--- src/sv/lsm2_pkg.sv ---
// ----------------------------------------------------------------------------
// lsm2_pkg
// Shared widths, types and constants of the 2-D multilateration solver.
// ----------------------------------------------------------------------------
package lsm2_pkg;

   localparam int REG_W     = 16;
   localparam int RANGE_W   = 16;
   localparam int POS_W     = 32;
   localparam int NUM_ANCH  = 4;
   localparam int NUM_ROWS  = NUM_ANCH - 1;
   localparam int CSR_IDX_W = 3;

   // Intermediate widths, each the exact growth of the step that forms it.
   localparam int DIFF_W = REG_W + 1;
   localparam int DSQ_W  = 2 * RANGE_W;
   localparam int C_W    = DSQ_W + 2;
   localparam int SQ_W   = 2 * DIFF_W;
   localparam int S_W    = SQ_W + 2;
   localparam int PU_W   = DIFF_W + C_W;
   localparam int U_W    = PU_W + 2;
   localparam int DET_W  = 2 * S_W + 1;
   localparam int NUM_W  = S_W + U_W + 1;
   localparam int QUO_W  = POS_W;

   localparam int FRONT_LAT           = 7;
   // A slot returns via the queue and credit registers after the front pipeline
   // drains, so this many credits keep the input open every cycle, stalls aside.
   localparam int FIFO_DEPTH_DEF      = FRONT_LAT + 2;
   localparam int COORD_FRAC_BITS_DEF = 8;

   localparam logic [POS_W-1:0] POS_MAX = 32'h7FFF_FFFF;
   localparam logic [POS_W-1:0] POS_MIN = 32'h8000_0000;

   typedef enum logic [CSR_IDX_W-1:0] {
      CSR_ANCHOR1_X = 3'd0,
      CSR_ANCHOR1_Y = 3'd1,
      CSR_ANCHOR2_X = 3'd2,
      CSR_ANCHOR2_Y = 3'd3,
      CSR_ANCHOR3_X = 3'd4,
      CSR_ANCHOR3_Y = 3'd5,
      CSR_ANCHOR4_X = 3'd6,
      CSR_ANCHOR4_Y = 3'd7
   } csr_idx_type;

   typedef struct packed {
      logic signed [REG_W-1:0] x;
      logic signed [REG_W-1:0] y;
   } anchor_type;

   typedef anchor_type [NUM_ANCH-1:0] anchor_set_type;

   localparam anchor_set_type ANCHOR_RESET = '{
      3: '{x: 16'sd0,   y: 16'sd256},
      2: '{x: 16'sd0,   y: 16'sd0},
      1: '{x: 16'sd384, y: 16'sd256},
      0: '{x: 16'sd384, y: 16'sd0}
   };

   typedef struct packed {
      logic [RANGE_W-1:0] range_one;
      logic [RANGE_W-1:0] range_two;
      logic [RANGE_W-1:0] range_three;
      logic [RANGE_W-1:0] range_four;
   } req_type;

   typedef struct packed {
      logic signed [POS_W-1:0] pos_x;
      logic signed [POS_W-1:0] pos_y;
      logic                    singular;
      logic                    clipped;
   } rsp_type;

   // Solved system handed from the front end to the divider back end.
   typedef struct packed {
      logic signed [NUM_W-1:0] num_x;
      logic signed [NUM_W-1:0] num_y;
      logic signed [DET_W-1:0] det;
      logic                    singular;
   } sol_type;

endpackage

--- src/sv/lsm2_fifo.sv ---
// ----------------------------------------------------------------------------
// lsm2_fifo
// Short register queue between the front end and the divider back end.
// ----------------------------------------------------------------------------
module lsm2_fifo import lsm2_pkg::*; #(
   parameter int DEPTH = FIFO_DEPTH_DEF
) (
   input  logic    clock,
   input  logic    reset,
   input  logic    push,
   input  sol_type push_data,
   input  logic    pop,
   output sol_type pop_data,
   output logic    empty
);
   localparam int PTR_W = $clog2(DEPTH);
   localparam int CNT_W = $clog2(DEPTH + 1);

   sol_type          mem_ff [DEPTH];
   logic [PTR_W-1:0] wr_ptr_ff, wr_ptr_in, rd_ptr_ff, rd_ptr_in;
   logic [CNT_W-1:0] cnt_ff, cnt_in;

   always_comb begin
      wr_ptr_in = wr_ptr_ff;
      rd_ptr_in = rd_ptr_ff;
      if (push) begin
         wr_ptr_in = (wr_ptr_ff == PTR_W'(DEPTH - 1)) ? '0 : wr_ptr_ff + 1'b1;
      end
      if (pop) begin
         rd_ptr_in = (rd_ptr_ff == PTR_W'(DEPTH - 1)) ? '0 : rd_ptr_ff + 1'b1;
      end
      cnt_in = cnt_ff + CNT_W'(push) - CNT_W'(pop);
   end

   always_ff @(posedge clock) begin
      if (reset) begin
         wr_ptr_ff <= '0;
         rd_ptr_ff <= '0;
         cnt_ff    <= '0;
      end else begin
         wr_ptr_ff <= wr_ptr_in;
         rd_ptr_ff <= rd_ptr_in;
         cnt_ff    <= cnt_in;
      end
   end

   always_ff @(posedge clock) begin
      if (push) begin
         mem_ff[wr_ptr_ff] <= push_data;
      end
   end

   assign pop_data = mem_ff[rd_ptr_ff];
   assign empty    = (cnt_ff == '0);
endmodule

--- config.mk ---
export PLATFORM = sky130hd
export DESIGN_NAME = lsm2_fifo
export DESIGN_NICKNAME = d
export VERILOG_FILES = /design/src/sv/lsm2_pkg.sv /design/src/sv/lsm2_fifo.sv
export SDC_FILE = /design/constraint.sdc
export NUM_CORES = 2
export LEC_CHECK = 0
export BUFFER_PORTS_ARGS = -buffer_cell sky130_fd_sc_hd__buf_2
export CAP_MARGIN = 20
export CELL_PAD_IN_SITES_DETAIL_PLACEMENT = 1
export CELL_PAD_IN_SITES_GLOBAL_PLACEMENT = 1
export CORE_ASPECT_RATIO = 1.75
export CORE_MARGIN = 5
export CORE_UTILIZATION = 53
export DETAILED_ROUTE_END_ITERATION = 10
export PLACE_DENSITY = 0.84
export SETUP_SLACK_MARGIN = 0.4
export SYNTH_ARGS = -nofsm -noshare
export SYNTH_HDL_FRONTEND = slang
export SYNTH_SLANG_ARGS = --single-unit
--- constraint.sdc ---
create_clock -name clock -period 18.6 [get_ports clock]
set_clock_uncertainty 0.15 [all_clocks]
set_input_delay 3.72 -clock clock [delete_from_list [all_inputs] [get_ports clock]]
set_output_delay 3.72 -clock clock [all_outputs]
set_load 0.05 [all_outputs]
==> impl_metrics.env <==
export IMPL_final_cell_mix="edfxtp_1 (2286), buf_2 (512), mux2i_1 (510), mux2_2 (433), nand2_1 (222)"
export IMPL_htreeDepth=4
export IMPL_setup_viol=0
export IMPL_nNetsFinal=5487
export IMPL_port_buffer_count=512
export IMPL_die_area_um2=175200
export IMPL_critPathMaxFanout=142
export IMPL_tightestPinTransition_ns=1.210
export IMPL_rows=198
export IMPL_gp_congestion=0.7601
export IMPL_yosys_warnings=0
export IMPL_grt_start_max_net_pins=191
export IMPL_critical_path_class="register to output pin"
export IMPL_multi_input_area_um2=17700
export IMPL_dp_cells=7211
export IMPL_crit_arrival_ns=5.84
export IMPL_drive_gt1_share_pct=25.31
export IMPL_dr_pass1_iters=5
export IMPL_reg2regPathDepth=5
export IMPL_cellLeakagePower_nw=32.08
export IMPL_final_common_cell="edfxtp_1"
export IMPL_synthCells=4695
export IMPL_post_route_worst_setup_slack_ns=8.894
export IMPL_die_w_um=318.6
export IMPL_setup_worst_path_end_class="output pin"
export IMPL_post_cts_buffers=0
export IMPL_final_util_pct=59.81
export IMPL_cts_tree="built"
export IMPL_ant_nets=0
export IMPL_area_growth_pct=12.41
export IMPL_cts_buffers_inserted=202
export IMPL_cap_violations=0
export IMPL_hpwl_um=132300
export IMPL_register_area_um2=68980
export IMPL_vias_per_cell=6.226
export IMPL_routed_wl_um=240500
export IMPL_r2r_slack_ns=13.72
export IMPL_hold_ws_ns=0.3736
export IMPL_cp_start_kind="register"
export IMPL_rsz0062_at_grt="no"
export IMPL_cts_path_max_buffers=4
export IMPL_grt_pass1_wl_um=351500
export IMPL_hold_buffers=0
export IMPL_post_cts_resized=0
export IMPL_r2r_start="wr_ptr_ff[2]$_SDFFE_PP0P_"
export IMPL_drt_initial_drc_count=4318
export IMPL_wl_per_cell_um=31.60
export IMPL_outcome="completed"
export IMPL_pre_cts_ws_ns=9.768
export IMPL_fillers=14401
export IMPL_start_util_pct=53.21
export IMPL_drc=0
export IMPL_vias=47385
export IMPL_grt_overflow_total=0
export IMPL_fmax_ghz=0.1030
export IMPL_antenna_found_initial=47
export IMPL_ctsRootBufferMaster="clkbuf_16"
export IMPL_ys_seq_area_share_pct=78.09
export IMPL_crit_end="pop_data[218]"
export IMPL_p_per_area_nw_per_um2=110.9
export IMPL_syn_cell_area_um2=88320
export IMPL_instances_no_fill=7611
export IMPL_hold_path_class="register to register"
export IMPL_coreArea_um2=166000
export IMPL_io_pins=513
export IMPL_grt_use_total_pct=26.78
export IMPL_postSynthAreaPerCell_um2=18.81
export IMPL_final_max_slew_viol_count=0
export IMPL_cts_clk_slew_worst_paths_ns=0.07
export IMPL_post_route_period_util_pct=52.18
export IMPL_r2r_end="mem_ff[1][237]$_DFFE_PP_"
export IMPL_tns_ns=0
export IMPL_peakVddDrop_uv=132.5
export IMPL_synth_fp_nets=4965
export IMPL_grt_pass1_vias=51931
export IMPL_synth_seq_cells=2302
export IMPL_die_h_um=550.0
export IMPL_cts_sinks=2302
export IMPL_finalHoldViolations=0
export IMPL_clock_latency_ns=0.81
export IMPL_critical_path_required_ns=14.73
export IMPL_ys_types=38
export IMPL_fin_crit_ns=9.706
export IMPL_max_slew_margin_rel_pct=19.34
==> logic make-up (layout without fill, tap and decap cells) <==
group           after synthesis  count (layout)  share of synthesized area, %
flops                      2302            2302                         78.09
mux                         981             981                         12.27
compound gates              732             732                         5.738
simple gates                338             338                         1.663
buf+inv                     325             999                         2.015
fa+ha+maj                    12              12                        0.1785
xor+xnor                      5               5                       0.04959
other cells                   0              42                             0
==> synthesized netlist by cell type (all sizes together) <==
cell type	count	area, um^2
a21boi	1	7.510
a21o	1	7.510
a21oi	41	205.2
a221o	90	900.9
a22oi	126	945.9
and3	1	6.260
and4b	1	10.01
buf	179	1231
clkbuf	97	364.1
dfxtp	16	320.3
edfxtp	2286	68650
fa	1	20.02
ha	11	137.6
inv	49	183.9
mux2	433	4876
mux2i	510	5105
mux4	38	855.8
nand2	224	840.8
nand2b	8	50.05
nand4	1	6.260
nor2	21	86.33
nor2b	42	265.3
nor3	38	190.2
nor3b	1	7.510
o21ai	219	1096
o221ai	126	1104
o22ai	128	800.8
or2	1	6.260
xnor2	2	17.52
xor2	3	26.28
==> where the power goes <==
group	internal, mW	switching (mW)
Sequential	5.83	0.0428
Combinational	0.300	0.783
Clock	2.22	1.84
==> flip-flops by register name, indices dropped and copies added (netlist names), named ones only <==
name and flops:
mem_ff 2286, cnt_ff 4, rd_ptr_ff 4, wr_ptr_ff 4
==> final cells by class <==
type / count / share of cell area (%)
clock buffers: 258 / 5.385
clock inverters: 98 / 0.8709
repair buffers: 594 / 3.368
inverters: 49 / 0.1853
well taps: 2200 / 2.773
diodes: 42 / 0.1059
multi-input cells: 2068 / 17.83
flip-flops and latches: 2302 / 69.48
==> layer usage <==
metal | vias to the layer above | GRT usage (%) | routed length [um]
met4 | 44 | 8.333 | 7074
li1 | 19979 | - | -
met5 | - | 0 | 276
met1 | 24792 | 31.92 | 86590
met2 | 2066 | 48.89 | 127900
met3 | 504 | 5.778 | 18700
==> worst min path at each step <==
stage	startpoint	to	depth (start not counted)
finish	rd_ptr_ff[3]$_SDFFE_PP0P_	register	2
global route	rd_ptr_ff[3]$_SDFFE_PP0P_	register	2
CTS	rd_ptr_ff[3]$_SDFFE_PP0P_	register	2
detailed placement	rd_ptr_ff[3]$_SDFFE_PP0P_	register	2
global placement	rd_ptr_ff[3]$_SDFFE_PP0P_	register	2
floorplan	rd_ptr_ff[3]$_SDFFE_PP0P_	register	2
==> through the flow <==
stage,area [um^2],power [mW]
finish,99280,11.01
global route,99190,11.38
CTS,99120,11.07
detailed placement,92910,7.047
global placement,92890,6.993
floorplan,88320,6.720
==> worst max-delay path, stage by stage, from the launching register on <==
cell      delay, ns
dfxtp_4        1.02
buf_12         0.73
buf_4          0.89
buf_12         0.62
mux2i_1        0.18
a22oi_1        0.28
o221ai_1       0.21
o21ai_1        0.27
buf_2          0.31
Note: power is estimated with default switching activity, not from simulation.
